$ cat config.mk
export PLATFORM = sky130hd
export DESIGN_NAME = pyst_cell
export DESIGN_NICKNAME = d
export VERILOG_FILES = /design/src/rtl/pyst_pkg.sv /design/src/rtl/pyst_cell.sv
export SDC_FILE = /design/constraint.sdc
export NUM_CORES = 1
export LEC_CHECK = 0
export ABC_AREA = 1
export BUFFER_PORTS_ARGS = -buffer_cell sky130_fd_sc_hd__buf_2
export CAP_MARGIN = 25
export CORE_MARGIN = 3
export CORE_UTILIZATION = 44
export DETAILED_ROUTE_END_ITERATION = 8
export HOLD_SLACK_MARGIN = 0.08
export PLACE_DENSITY_LB_ADDON = 0.25
export SYNTH_ARGS = -nofsm -noshare
export SYNTH_HDL_FRONTEND = slang
export SYNTH_SLANG_ARGS = --single-unit
export TNS_END_PERCENT = 1
$ cat constraint.sdc
create_clock -name aclk -period 3.2 [get_ports aclk]
set_input_delay 0.32 -clock aclk [delete_from_list [all_inputs] [get_ports aclk]]
set_output_delay 0.32 -clock aclk [all_outputs]
set_load 0.01 [all_outputs]
$ cat src/rtl/pyst_pkg.sv
// Shared types, constants and the wrap helper for the palette yaw snap / tilt clamp block.
// Angles are Q3.12 radians; depends on nothing else.
`timescale 1ns / 1ps
`default_nettype none

package pyst_pkg;

    localparam int ANGLE_FRAC_BITS = 12;
    localparam int PALETTE_MAX_DEF = 64;

    // pi in Q32, rounded to nearest at ANGLE_FRAC_BITS fraction bits
    localparam longint PI_Q32  = 64'd13493037705;
    localparam longint PI_FX_L =
        (PI_Q32 + (64'd1 << (31 - ANGLE_FRAC_BITS))) >> (32 - ANGLE_FRAC_BITS);

    localparam logic [13:0] PI_FX     = 14'(PI_FX_L);
    localparam logic [14:0] TWO_PI_FX = 15'(2 * PI_FX_L);

    localparam int IDX_W   = 8;
    localparam int COUNT_W = 9;

    localparam logic [2:0] REG_PALETTE_COUNT = 3'd0;
    localparam logic [2:0] REG_ANGLE_STEP    = 3'd1;
    localparam logic [2:0] REG_TILT_X        = 3'd2;
    localparam logic [2:0] REG_TILT_Y        = 3'd3;
    localparam logic [2:0] REG_TILT_Z        = 3'd4;

    localparam logic [6:0] EMPTY_INDEX = 7'h7F;

    typedef struct packed {
        logic signed [15:0] raw_x;
        logic signed [15:0] raw_y;
        logic signed [15:0] raw_z;
        logic [14:0]        wrap_x;
        logic [14:0]        wrap_y;
        logic [14:0]        wrap_z;
        logic [14:0]        yaw;
        logic [13:0]        best_dist;
        logic [14:0]        best_yaw;
        logic [IDX_W-1:0]   best_idx;
    } cell_word_t;

    // reduce any 16-bit angle into [0, 2pi)
    function automatic logic [14:0] wrap_angle(input logic signed [15:0] a);
        logic signed [16:0] e;
        logic signed [16:0] tp;
        logic signed [16:0] r;
        e  = 17'(a);
        tp = $signed({2'b00, TWO_PI_FX});
        if (e < -tp) begin
            r = e + tp + tp;
        end else if (e < 17'sd0) begin
            r = e + tp;
        end else if (e >= tp) begin
            r = e - tp;
        end else begin
            r = e;
        end
        return r[14:0];
    endfunction

endpackage

`default_nettype wire

$ cat src/rtl/pyst_cell.sv
// One palette compare cell: checks entry IDX's distance to angle_y against the running best
// distance and hands the word plus the next entry's yaw to its neighbor. Uses pyst_pkg.
`timescale 1ns / 1ps
`default_nettype none

module pyst_cell
    import pyst_pkg::*;
#(
    parameter int IDX = 0
) (
    input  wire logic               aclk,
    input  wire logic               aresetn,
    input  wire logic               en,
    input  wire logic               in_valid,
    input  wire cell_word_t         in_word,
    input  wire logic [14:0]        step_mod,
    input  wire logic [COUNT_W-1:0] count_sat,
    output logic                    out_valid,
    output cell_word_t              out_word
);

    logic              valid_reg;
    cell_word_t        word_reg;
    cell_word_t        word_next;
    logic signed [15:0] diff;
    logic [14:0]       mag;
    logic [13:0]       gap;
    logic              take;
    logic [15:0]       yaw_sum;

    always_comb begin
        diff = $signed({1'b0, in_word.wrap_y}) - $signed({1'b0, in_word.yaw});
        mag  = (diff < 16'sd0) ? 15'(-diff) : diff[14:0];
        gap  = (mag > {1'b0, PI_FX}) ? 14'(TWO_PI_FX - mag) : mag[13:0];
        take = (IDX == 0) ||
               ((COUNT_W'(IDX) < count_sat) && (gap < in_word.best_dist));
        yaw_sum = {1'b0, in_word.yaw} + {1'b0, step_mod};

        word_next = in_word;
        if (take) begin
            word_next.best_dist = gap;
            word_next.best_yaw  = in_word.yaw;
            word_next.best_idx  = IDX_W'(IDX);
        end
        word_next.yaw = (yaw_sum >= {1'b0, TWO_PI_FX}) ?
                        15'(yaw_sum - {1'b0, TWO_PI_FX}) : yaw_sum[14:0];
    end

    always_ff @(posedge aclk) begin
        if (!aresetn) begin
            valid_reg <= 1'b0;
        end else if (en) begin
            valid_reg <= in_valid;
        end
    end

    always_ff @(posedge aclk) begin
        if (en) begin
            word_reg <= word_next;
        end
    end

    assign out_valid = valid_reg;
    assign out_word  = word_reg;

endmodule

`default_nettype wire

==> flow_metrics.tcl <==
set metrics [dict create \
    gp_routability_congestion 0.853 \
    first_global_vias 6517 \
    timing.hold.ws_ns 0.103 \
    cts.path.max_buffers 2 \
    final_util_pct 66.4 \
    start_util_pct 45.1 \
    start_kind "input port" \
    ys_types 38 \
    result_of_the_run "completed" \
    synth_area_leaders "sky130_fd_sc_hd__edfxtp_1 (55%), sky130_fd_sc_hd__nand2_1 (12%), sky130_fd_sc_hd__nand3_1 (6.2%), sky130_fd_sc_hd__ha_1 (5.5%), sky130_fd_sc_hd__inv_1 (5.2%)" \
    clk_root_buffer_cell "sky130_fd_sc_hd__clkbuf_16" \
    synth_top_area_cell "sky130_fd_sc_hd__edfxtp_1" \
    crit_path_end_kind "register" \
    clkTransAtPathRegs_ns 0.06 \
    chipHeight_um 137 \
    die_area_um2 18600 \
    post_drt_wl_per_cell_um 14.6 \
    hold_violations 0 \
    detail_route.first_pass.iterations 4 \
    synth_top_cells_by_count "sky130_fd_sc_hd__nand2_1 (232), sky130_fd_sc_hd__edfxtp_1 (137), sky130_fd_sc_hd__inv_1 (104)" \
    h-tree-depth 4 \
    residual_drc_count 0 \
    fillers 1310 \
    io_buffer_count 264 \
    final-instance-count-excl-fill 1440 \
    initial_antenna_violation_count 2 \
    antenna_left 0 \
    estimated_wirelength_of_the_detail_placed_design_mm 15.1 \
    grt_first_pass_wirelength_mm 32.5 \
    required_ns 3.38 \
    tritoncts.num_buffers 17 \
    postSynthRegisterBits 138 \
    core_area_um2 16600 \
    syn_inst 791 \
    via_per_inst 4.79 \
    dieWidth_um 137 \
    share_of_the_synthesized_area_in_the_top_cell_type_pct 54.9 \
    fraction_of_the_cycle_the_final_worst_path_needs_pct 93.2 \
    rsz_0062_raised_after_global_routing "true" \
    share_of_final_layout_standard_cells_stronger_than_drive_strength_1_pct 35.0 \
    tightest_slew_ns 0.697 \
    std_cell_rows 47 \
    regToRegSetupSlack_ns 2.50 \
    mappedNetlistArea_um2 7500 \
    place_ws_ns -0.0591 \
    clock_latency_ns 0.43 \
    worst_ir_drop_vdd_uv 378 \
    cellLeakagePower_nw 5.38 \
    postSynthAreaPerCell_um2 9.48 \
    synthMostInstantiatedCell "sky130_fd_sc_hd__nand2_1" \
    top_level_ports 319 \
    synth_enable_flop_cells 137 \
    ys.flop_type "sky130_fd_sc_hd__edfxtp_1" \
    start_to_end_type_of_the_worst_setup_path "in -> reg" \
    fmax_mhz 335 \
    cts_tree "built" \
    setup_slack_ns 0.216 \
    grt_start_max_net_pins 74 \
    synth.yosys.warnings 0 \
    finalClockSkew_ns 0 \
    pwr_density_cell_nw_per_um2 558 \
    grt_usage_pct 22.3 \
    placed_instances 1320 \
    maxSlewViolCount 0 \
    clkSinkCount 138 \
    hold_path.class "in -> reg" \
    crit_path_max_fanout 13 \
    setup_viol 0 \
    detail_route.iter0.violations 307 \
    slew_hr_pct 53.5 \
    grt-ovfl-total 0 \
    finalPower_mw 6.17 \
    synth.yosys.seq_area_share_pct 55.1 \
    synth-async-reset-ratio_pct 0 \
    drv_cap 0 \
    cp.arrival_ns 3.17 \
    final_period_minus_worst_setup_slack_ns 2.98 \
    final_net_count 1415 \
    num_vias 6901 \
    n_antenna_cell 0 \
    postRouteWirelength_mm 21.1 \
    area.growth.synth_to_final_pct 47.5 \
]
state kept, by name, summed over array words and instances, names as in the netlist:
| signal | cells |
|---|---|
| out_valid | 1 |
| out_word | 137 |
final timing paths:
path	from	cells past startpoint	endpoint
min	in_word[38]	1	out_word[9]
max	in_word[69]	21	out_word[36]
min reg2reg	out_valid	2	out_valid
max reg2reg	out_valid	2	out_valid
cell families after synthesis:
logic type,after synthesis,share of synthesized area [%]
fa+ha+maj,35,6.04
simple gates,406,23.9
compound gates,49,3.80
other cells,1,0.0500
xor+xnor,31,3.62
buf+inv,131,7.48
flops,138,55.1
worst max-delay path, stage by stage:
cell	delay, ns
sky130_fd_sc_hd__dlygate4sd3_1	0.56
sky130_fd_sc_hd__buf_2	0.15
sky130_fd_sc_hd__ha_4	0.30
sky130_fd_sc_hd__inv_2	0.05
sky130_fd_sc_hd__nand2_2	0.11
sky130_fd_sc_hd__nand3_2	0.12
sky130_fd_sc_hd__nand2_2	0.11
sky130_fd_sc_hd__nand2_1	0.06
sky130_fd_sc_hd__nand2_1	0.14
sky130_fd_sc_hd__nor2_2	0.07
sky130_fd_sc_hd__nand2_1	0.12
sky130_fd_sc_hd__nand3_1	0.10
sky130_fd_sc_hd__nand2_2	0.13
sky130_fd_sc_hd__nand2_1	0.13
sky130_fd_sc_hd__a21oi_2	0.16
sky130_fd_sc_hd__nand2_1	0.06
sky130_fd_sc_hd__nand2_1	0.10
sky130_fd_sc_hd__nand2_4	0.09
sky130_fd_sc_hd__buf_8	0.15
sky130_fd_sc_hd__nand3_1	0.08
sky130_fd_sc_hd__nand2_1	0.05
report_power, final:
group	switching (mW)	internal, mW
Clock	0.884	1.11
Sequential	0.0461	2.26
Combinational	1.07	0.804
routing by layer:
layer  share of wire (%)  GRT usage [%]  up-vias
met2                  52           40.7      238
met3                 7.0           5.15       35
met5                0.15              0        -
li1                    -              -     3447
met1                  39           25.7     3177
met4                 2.4           7.50        4
area by class of cell:
class,count,area [um2],share of cell area [%]
multi-input cells,529,2970,26.9
repair buffers,406,2640,23.9
flip-flops and latches,138,4130,37.4
well taps,220,275,2.49
clock inverters,15,170,1.54
clock buffers,17,425,3.85
inverters,115,437,3.95
timing repair:
| item | CTS | global route |
|---|---|---|
| endpoints found under the hold margin | 83 | 3 |
| buffers inserted | 0 | 2 |
| hold buffers | 83 | 3 |
| resized for setup | 0 | 43 |
| endpoints found under the setup margin | 0 | 13 |
metrics by stage:
step	TNS (ns)	cell area [um2]
after floorplan	0	7520
after global placement	-0.552	9430
after detailed placement	-0.808	9430
after CTS	0	10900
after global routing	-0.412	11100
final	0	11100
cell usage in the layout (no fill, tap or decap), drive strengths merged, types with 13 or more instances in the layout:
master	instances
nand3	96
ha	33
a21oi	24
buf	320
xor2	23
nor2	42
clkbuf	17
edfxtp	137
dlygate4sd3	86
nand2	253
inv	125
o21ai	13
No activity file was read; power rests on OpenSTA's default activity.
