===== config.mk =====
export PLATFORM = sky130hd
export DESIGN_NAME = pyst_clamp
export DESIGN_NICKNAME = d
export VERILOG_FILES = /design/src/rtl/pyst_pkg.sv /design/src/rtl/pyst_clamp.sv
export SDC_FILE = /design/constraint.sdc
export NUM_CORES = 1
export LEC_CHECK = 0
export BUFFER_PORTS_ARGS = -buffer_cell sky130_fd_sc_hd__buf_4
export CORE_MARGIN = 5
export CORE_UTILIZATION = 50
export CTS_CLUSTER_SIZE = 30
export DETAILED_ROUTE_END_ITERATION = 10
export GPL_TIMING_DRIVEN = 0
export PLACE_DENSITY = 0.78
export SYNTH_ARGS = -nofsm -noshare
export SYNTH_HDL_FRONTEND = slang
export SYNTH_SLANG_ARGS = --single-unit

===== constraint.sdc =====
create_clock -name aclk -period 16 [get_ports aclk]
set_clock_uncertainty 0.2 [all_clocks]
set_input_delay 4 -clock aclk [delete_from_list [all_inputs] [get_ports aclk]]
set_output_delay 4 -clock aclk [all_outputs]
set_load 0.005 [all_outputs]

===== src/rtl/pyst_pkg.sv =====
// Shared types, constants and the wrap helper for the palette yaw snap / tilt clamp block.
// Angles are Q3.12 radians; depends on nothing else.
`timescale 1ns / 1ps
`default_nettype none

package pyst_pkg;

    localparam int ANGLE_FRAC_BITS = 12;
    localparam int PALETTE_MAX_DEF = 64;

    // pi in Q32, rounded to nearest at ANGLE_FRAC_BITS fraction bits
    localparam longint PI_Q32  = 64'd13493037705;
    localparam longint PI_FX_L =
        (PI_Q32 + (64'd1 << (31 - ANGLE_FRAC_BITS))) >> (32 - ANGLE_FRAC_BITS);

    localparam logic [13:0] PI_FX     = 14'(PI_FX_L);
    localparam logic [14:0] TWO_PI_FX = 15'(2 * PI_FX_L);

    localparam int IDX_W   = 8;
    localparam int COUNT_W = 9;

    localparam logic [2:0] REG_PALETTE_COUNT = 3'd0;
    localparam logic [2:0] REG_ANGLE_STEP    = 3'd1;
    localparam logic [2:0] REG_TILT_X        = 3'd2;
    localparam logic [2:0] REG_TILT_Y        = 3'd3;
    localparam logic [2:0] REG_TILT_Z        = 3'd4;

    localparam logic [6:0] EMPTY_INDEX = 7'h7F;

    typedef struct packed {
        logic signed [15:0] raw_x;
        logic signed [15:0] raw_y;
        logic signed [15:0] raw_z;
        logic [14:0]        wrap_x;
        logic [14:0]        wrap_y;
        logic [14:0]        wrap_z;
        logic [14:0]        yaw;
        logic [13:0]        best_dist;
        logic [14:0]        best_yaw;
        logic [IDX_W-1:0]   best_idx;
    } cell_word_t;

    // reduce any 16-bit angle into [0, 2pi)
    function automatic logic [14:0] wrap_angle(input logic signed [15:0] a);
        logic signed [16:0] e;
        logic signed [16:0] tp;
        logic signed [16:0] r;
        e  = 17'(a);
        tp = $signed({2'b00, TWO_PI_FX});
        if (e < -tp) begin
            r = e + tp + tp;
        end else if (e < 17'sd0) begin
            r = e + tp;
        end else if (e >= tp) begin
            r = e - tp;
        end else begin
            r = e;
        end
        return r[14:0];
    endfunction

endpackage

`default_nettype wire


===== src/rtl/pyst_clamp.sv =====
// Circular clamp of a wrapped angle to center +/- tilt: the
// registered window and recentered angle, then the combinational select. Uses pyst_pkg.
`timescale 1ns / 1ps
`default_nettype none

module pyst_clamp
    import pyst_pkg::*;
(
    input  wire logic               aclk,
    input  wire logic               en,
    input  wire logic [14:0]        angle,
    input  wire logic [14:0]        center,
    input  wire logic [13:0]        tilt,
    output logic signed [16:0]      res
);

    logic signed [17:0] two_pi;
    logic signed [17:0] pi_s;
    logic signed [17:0] lo;
    logic signed [17:0] hi;
    logic signed [17:0] v;
    logic signed [17:0] v_adj;
    logic signed [17:0] v_reg;
    logic signed [17:0] lo_reg;
    logic signed [17:0] hi_reg;
    logic signed [17:0] sel;
    logic               in_window;

    assign two_pi = $signed({3'b000, TWO_PI_FX});
    assign pi_s   = $signed({4'b0000, PI_FX});

    always_comb begin
        lo = $signed({3'b000, center}) - $signed({4'b0000, tilt});
        hi = $signed({3'b000, center}) + $signed({4'b0000, tilt});
        v  = $signed({3'b000, angle});
        if (v < lo - pi_s) begin
            v_adj = v + two_pi;
        end else if (v >= lo + pi_s) begin
            v_adj = v - two_pi;
        end else begin
            v_adj = v;
        end
    end

    always_ff @(posedge aclk) begin
        if (en) begin
            v_reg  <= v_adj;
            lo_reg <= lo;
            hi_reg <= hi;
        end
    end

    always_comb begin
        in_window = ((v_reg >= lo_reg) && (v_reg <= hi_reg)) ||
                    ((v_reg < lo_reg) && (v_reg + two_pi <= hi_reg));
        if (in_window) begin
            sel = v_reg;
        end else if (v_reg > lo_reg) begin
            sel = hi_reg;
        end else if (lo_reg - v_reg <= lo_reg + two_pi - hi_reg) begin
            sel = lo_reg;
        end else begin
            sel = hi_reg;
        end
        res = sel[16:0];
    end

endmodule

`default_nettype wire

==> results of run 1 <==
worst min-delay path by stage:
| stage | slack (ps) | startpoint | to | cells past startpoint |
|---|---|---|---|---|
| global route | 3700 | angle[0] | v_reg[0] | 1 |
| finish | 3700 | angle[0] | v_reg[0] | 1 |
| floorplan | 3900 | angle[0] | v_reg[0] | 0 |
| global placement | 3990 | angle[0] | v_reg[0] | 1 |
| CTS | 3690 | angle[0] | v_reg[0] | 1 |
| detailed placement | 3990 | angle[0] | v_reg[0] | 1 |
final cells by class:
cell class	instances	area, um^2	share of cell area
sequential	48	1440	0.164
clock buffer	5	125	0.0142
timing repair buffer	62	465	0.0529
buffer	17	88.8	0.0101
inverter	109	410	0.0467
clock inverter	3	42.5	0.00484
multi-input combinational	744	5950	0.677
tap	216	270	0.0307
critical path, stage by stage (launching register included):
cell and delay [ps]:
edfxtp_1 450, ha_1 330, ha_1 220, fa_1 410, a21o_1 200, a21oi_1 230
o21bai_1 90, a21oi_1 220, o21ai_0 100, and2_1 170, o31a_1 290, nor2_1 130
xor2_1 160, ha_1 260, a21o_1 180, a21o_1 160, a21oi_1 210, o21ai_0 190
a211oi_1 360, o2111ai_1 160, o211ai_1 130, nand2_1 270, buf_2 320, mux2i_1 150
mux2i_1 240, buf_4 160
per-layer routing:
metal / global-route usage / part of all wire
met4: 0.0694 / 0.025
met1: 0.258 / 0.45
met5: 0 / 0
met3: 0.0130 / 0.044
met2: 0.345 / 0.48
where the power goes:
group,switching [mW],internal (mW)
logic,0.527,0.457
registers,0.0280,0.173
clock network,0.0418,0.0733
total,0.596,0.703
cells by family (layout without fill, tap and decap cells):
logic type,count (synthesis),in the layout,share of synthesized area
buffers and inverters,126,196,0.0633
XOR/XNOR,85,85,0.0962
other,1,1,0.000475
AO/OA/AOI/OAI,238,238,0.211
flip-flops,48,48,0.183
multiplexers,33,33,0.0419
AND/OR/NAND/NOR,228,228,0.148
adder cells (fa/ha/maj),159,159,0.256
cells in the mapped netlist, types with 3 or more instances:
master,count,share of area
ha_1,155,0.25
inv_1,106,0.050
xnor2_1,64,0.071
nor2_1,62,0.029
a21oi_1,53,0.034
edfxtp_1,48,0.18
nand2_1,39,0.019
o21ai_0,39,0.025
mux2i_1,33,0.042
a21o_1,22,0.021
o21a_1,20,0.019
xor2_1,19,0.021
nand3_1,17,0.011
nor2b_1,16,0.013
nor3_1,15,0.0095
and3_1,14,0.011
a31oi_1,12,0.0095
nand2b_1,12,0.0095
nand4_1,12,0.0095
o21bai_1,11,0.010
o211ai_1,10,0.0095
buf_2,8,0.0051
nor4_1,8,0.0063
a211oi_1,7,0.0067
clkbuf_1,7,0.0033
or3_1,7,0.0055
a31oi_2,6,0.0095
o211a_1,5,0.0063
o21ai_1,5,0.0032
or2_2,5,0.0040
a21boi_0,4,0.0038
and2_1,4,0.0032
fa_1,4,0.010
nor3b_1,4,0.0038
o41ai_1,4,0.0044
nor4b_1,3,0.0033
o31a_1,3,0.0033
o31ai_1,3,0.0029
metrics by stage:
step / utilization / hold WS, ps / total power [mW] / cell area [um^2] / instances
finish: 0.562 / 3700 / 1.30 / 8790 / 1204
global route: 0.562 / 3700 / 1.43 / 8790 / 1204
CTS: 0.562 / 3690 / 1.30 / 8790 / 1204
detailed placement: 0.551 / 3990 / 1.18 / 8630 / 1196
global placement: 0.551 / 3990 / 1.16 / 8630 / 1196
floorplan: - / 3900 / 0.919 / 7890 / 918
==> results.txt, run 1 <==
Status: complete, no violations
Final Max Tran Viols: 0
Final cycle utilization of the critical path: 0.643
Setup ws final: 5700 ps
Worst EP arrival: 6100 ps
Synth Area per Inst: 8.60 um^2
Post-synthesis sequential area ratio: 0.183
YS warnings: 0
Die Wd: 136 um
Netlist Area Pre-Place: 7890 um^2
CTS buffer count: 5
RSZ-0062 raised after global routing: no
Post-CTS setup buffer count: 0
Post-Route WL: 18.2 mm
Die area: 18400 um^2
Lkg Pwr: 4.17 nW
Pre-CTS setup slack: 6080 ps
Synth-to-layout area growth: 11.4%
Share of cells above drive strength 1: 0.108
Final hold vios: 0
DRT iter0 DRCs: 383
DR WL/cell: 15.1 um
First-pass GRT wire length: 29.8 mm
Core Area: 15700 um^2
CTS Buffer Depth: 2
Post-DP HPWL: 15.6 mm
Max FFs per register: 17
Cells after Synth: 918
Root Driver: clkbuf_16
DRC errors left: 0
Hold_buf cts: 0
Setup CP Type: register to output port
Max_slew headroom: 0.514
Detail Route Antenna Nets: 0
CTS H-tree depth: 2
Least-Margin Pin Slew: 724 ps
Worst IR Drop VDD: 0.0000585 V
Worst setup SP type: register
Resize count post-CTS: 0
FP Rows: 46
Data required, critical path: 11800 ps
PwrDens: 148 nW/um^2
IO buf count: 62
Worst-path clk slew: 60 ps
Placer Congestion: 0.957
Initial Utilization: 0.504
Global route total overflow: 0
Max_cap viols: 0
Most common cell after layout, fill and taps aside: ha_1
Most frequent cells in the layout: 155 x ha_1, 106 x inv_1, 64 x xnor2_1
Critical path origin: lo_reg[1]
#FFs+latches synth: 48
CP Capture Type: output port
CTS tree: done
Initial antenna violation count: 0
Max FO, Critical Path: 10
Io pins: 63
Syn_nets: 1123
Tot GR Track Use: 0.197
Via density: 5.67
Fmax: 0.0971 GHz
Critical Path Sink: res[9]
DR vias: 6821
CTS sink cnt: 48
Synth async-reset ratio: 0
Die Ht: 136 um
Pin count of the biggest net entering global routing: 49
Vias in the first global route: 6504
Final setup fails: 0
Post-route minimum period: 10300 ps
DRT Pass-1 Iters: 5
HP Class: primary input to register
Fillers: 1453
Number of synthesized flops with an enable pin: 48
Nets: 1192
Main synth FF type: edfxtp_1
# diodes: 0
Synth unique cells: 79
Fin Setup TNS: 0 ps
Power figures use the tool's default switching activity.
==> inputs of run 2 (changes only) <==
--- a/config.mk
+++ b/config.mk
@@ -5,13 +5,14 @@
 export SDC_FILE = /design/constraint.sdc
 export NUM_CORES = 1
 export LEC_CHECK = 0
+export ABC_AREA = 1
 export BUFFER_PORTS_ARGS = -buffer_cell sky130_fd_sc_hd__buf_4
 export CORE_MARGIN = 5
 export CORE_UTILIZATION = 50
 export CTS_CLUSTER_SIZE = 30
 export DETAILED_ROUTE_END_ITERATION = 10
 export GPL_TIMING_DRIVEN = 0
-export PLACE_DENSITY = 0.78
+export PLACE_DENSITY = 0.81
 export SYNTH_ARGS = -nofsm -noshare
 export SYNTH_HDL_FRONTEND = slang
 export SYNTH_SLANG_ARGS = --single-unit
==> constraint.sdc (replaced) <==
create_clock -name aclk -period 8.45 [get_ports aclk]
set_clock_uncertainty 0.2 [all_clocks]
set_input_delay 2.1125 -clock aclk [delete_from_list [all_inputs] [get_ports aclk]]
set_output_delay 2.1125 -clock aclk [all_outputs]
set_load 0.005 [all_outputs]
==> results.txt, run 2 <==
PwrDens: 276 nW/um^2 (+87%)
Ranking of synthesized cells by area: ha_1 22%, edfxtp_1 17%, nand2_1 14%
Die Wd: 141 um (+4.3%)
DRT iter0 DRCs: 458 (+20%)
HP Class: primary input to register
Fin Setup TNS: 0 ps (unchanged)
Finished Layout Cells: 1551 (+29%)
Main synth FF type: edfxtp_1
CP max stage delay: 440 ps (about the same)
Lkg Pwr: 5.12 nW (+23%)
DR WL/cell: 14.6 um (-3.1%)
Nets: 1531 (+28%)
#FFs+latches synth: 48 (unchanged)
Hold WS: 1810 ps (-1890 ps)
CTS sink cnt: 48 (unchanged)
Die Ht: 141 um (+4.3%)
Max FO, Critical Path: 10 (unchanged)
Placer Congestion: 0.972 (+1.5%)
Count leader, synth: nand2_1
Post-route minimum period: 7890 ps
Most common cell after layout, fill and taps aside: nand2_1
Max_slew headroom: 0.407 (-0.107)
Fmax: 0.127 GHz
Synth-to-layout area growth: 10.8%
Core Area: 17100 um^2 (+9.3%)
YS warnings: 0 (unchanged)
Tot GR Track Use: 0.225 (+0.0271)
Critical path's slowest cell: edfxtp_1
Pre-CTS setup slack: 910 ps (-5170 ps)
Placed inst area: 9390 um^2 (+8.8%)
Global route total overflow: 0 (unchanged)
CTS Buffer Depth: 2 (unchanged)
CTS buffer count: 5 (unchanged)
Status: complete, no violations
Netlist Area Pre-Place: 8640 um^2 (+9.5%)
Number of synthesized flops with an enable pin: 48 (unchanged)
Syn_nets: 1462 (+30%)
Post-synth top area cell: ha_1
DRT Pass-1 Iters: 5 (unchanged)
Post-Layout Inst Area: 9570 um^2 (+8.8%)
Synth unique cells: 49 (-38%)
Final hold vios: 0 (unchanged)
Share of cells above drive strength 1: 0.104 (-0.00423)
# diodes: 0 (unchanged)
Placed cell count: 1544 (+29%)
Top cell types by occurrence after synthesis: 318 x nand2_1, 180 x inv_1, 155 x ha_1
Data required, critical path: 6140 ps (-5660 ps)
DRC errors left: 0 (unchanged)
FP Rows: 48 (+4.3%)
Max FFs per register: 17 (unchanged)
Synth Area per Inst: 6.87 um^2 (-20%)
Final setup fails: 0 (unchanged)
Post-CTS setup buffer count: 0 (unchanged)
Worst EP arrival: 5580 ps (-520 ps)
IO buf count: 62 (unchanged)
Worst IR Drop VDD: 0.000230 V (+290%)
CTS tree: done
Worst setup SP type: register
Die area: 20000 um^2 (+8.8%)
Cells after Synth: 1257 (+37%)
CTS H-tree depth: 2 (unchanged)
Final total power: 2.64 mW (+100%)
Initial antenna violation count: 0 (unchanged)
Final cycle utilization of the critical path: 0.934
Share of the synthesized area in the top cell type: 0.225 (-0.0213)
Util after Layout: 0.559 (-0.00264)
Detail Route Antenna Nets: 0 (unchanged)
Initial Utilization: 0.505 (+0.000602)
Io pins: 63 (unchanged)
Via density: 5.39 (-4.9%)
CP Capture Type: output port
Final Max Tran Viols: 0 (unchanged)
Vias in the first global route: 8045 (+24%)
Root Driver: clkbuf_16
Post-Route WL: 22.7 mm (+25%)
Most frequent CP cell: nand2_1
Setup ws final: 558 ps (-5150 ps)
Resize count post-CTS: 0 (unchanged)
DR vias: 8357 (+23%)
Synth async-reset ratio: 0 (unchanged)
RSZ-0062 raised after global routing: no
Post-synthesis sequential area ratio: 0.167 (-0.0158)
Worst-path clk slew: 60 ps (about the same)
Max_cap viols: 0 (unchanged)
Hold_buf cts: 0 (unchanged)
First-pass GRT wire length: 37.0 mm (+24%)
Pin count of the biggest net entering global routing: 49 (unchanged)
Most frequent cells in the layout: 318 x nand2_1, 180 x inv_1, 155 x ha_1
Post-DP HPWL: 19.4 mm (+25%)
Least-Margin Pin Slew: 878 ps (+153 ps)
Setup CP Type: register to output port
## run 2: changes by cell type after synthesis, sizes merged, moves of 23 or more
| cell | change |
|---|---|
| a21oi | +43 |
| nand3 | +73 |
| mux2i | -33 |
| xor2 | +54 |
| nand2 | +305 |
| xnor2 | -50 |
| inv | +79 |
| nor2 | +23 |
## run 2: path summary, 6_finish.rpt
check	endpoint	start	slack, ps	cells past startpoint
max	res[9]	lo_reg[1]	560	31
min	v_reg[0]	angle[0]	1810	1
## run 2: cells by family after synthesis
| family | Yosys count | share of synthesized area |
|---|---|---|
| AO/OA/AOI/OAI | 189 | 0.124 |
| XOR/XNOR | 89 | 0.0924 |
| adder cells (fa/ha/maj) | 159 | 0.234 |
| buffers and inverters | 210 | 0.0988 |
| flip-flops | 48 | 0.167 |
| other | 1 | 0.000434 |
| AND/OR/NAND/NOR | 561 | 0.284 |
## run 2: critical path: cells and delay by family, from the launching register on
kind | cells | cell delay [ps]
AO/OA/AOI/OAI | 8 | 1280
XOR/XNOR | 1 | 120
adder cells (fa/ha/maj) | 4 | 1330
buffers and inverters | 5 | 820
flip-flops | 1 | 440
AND/OR/NAND/NOR | 13 | 1280
## run 2: final cells by class
class / instances / area, um^2
Buffer: 23 / 149
Clock buffer: 5 / 125
Clock inverter: 2 / 60.1
Fill cell: 1665 / 7550
Inverter: 187 / 704
Multi-Input combinational cell: 999 / 6340
Sequential cell: 48 / 1440
Tap cell: 225 / 282
Timing Repair Buffer: 62 / 465
## run 2: power by group
group          leakage [nW]  internal, mW  switching [mW]
registers             0.469         0.326          0.0564
logic                  4.56         0.785            1.22
clock network        0.0899         0.168          0.0829
## run 2: metal layers
layer | wire length (um) | GRT usage
met5 | 0 | 0
met4 | 854 | 0.0889
met3 | 879 | 0.0108
met2 | 11300 | 0.419
met1 | 9690 | 0.270
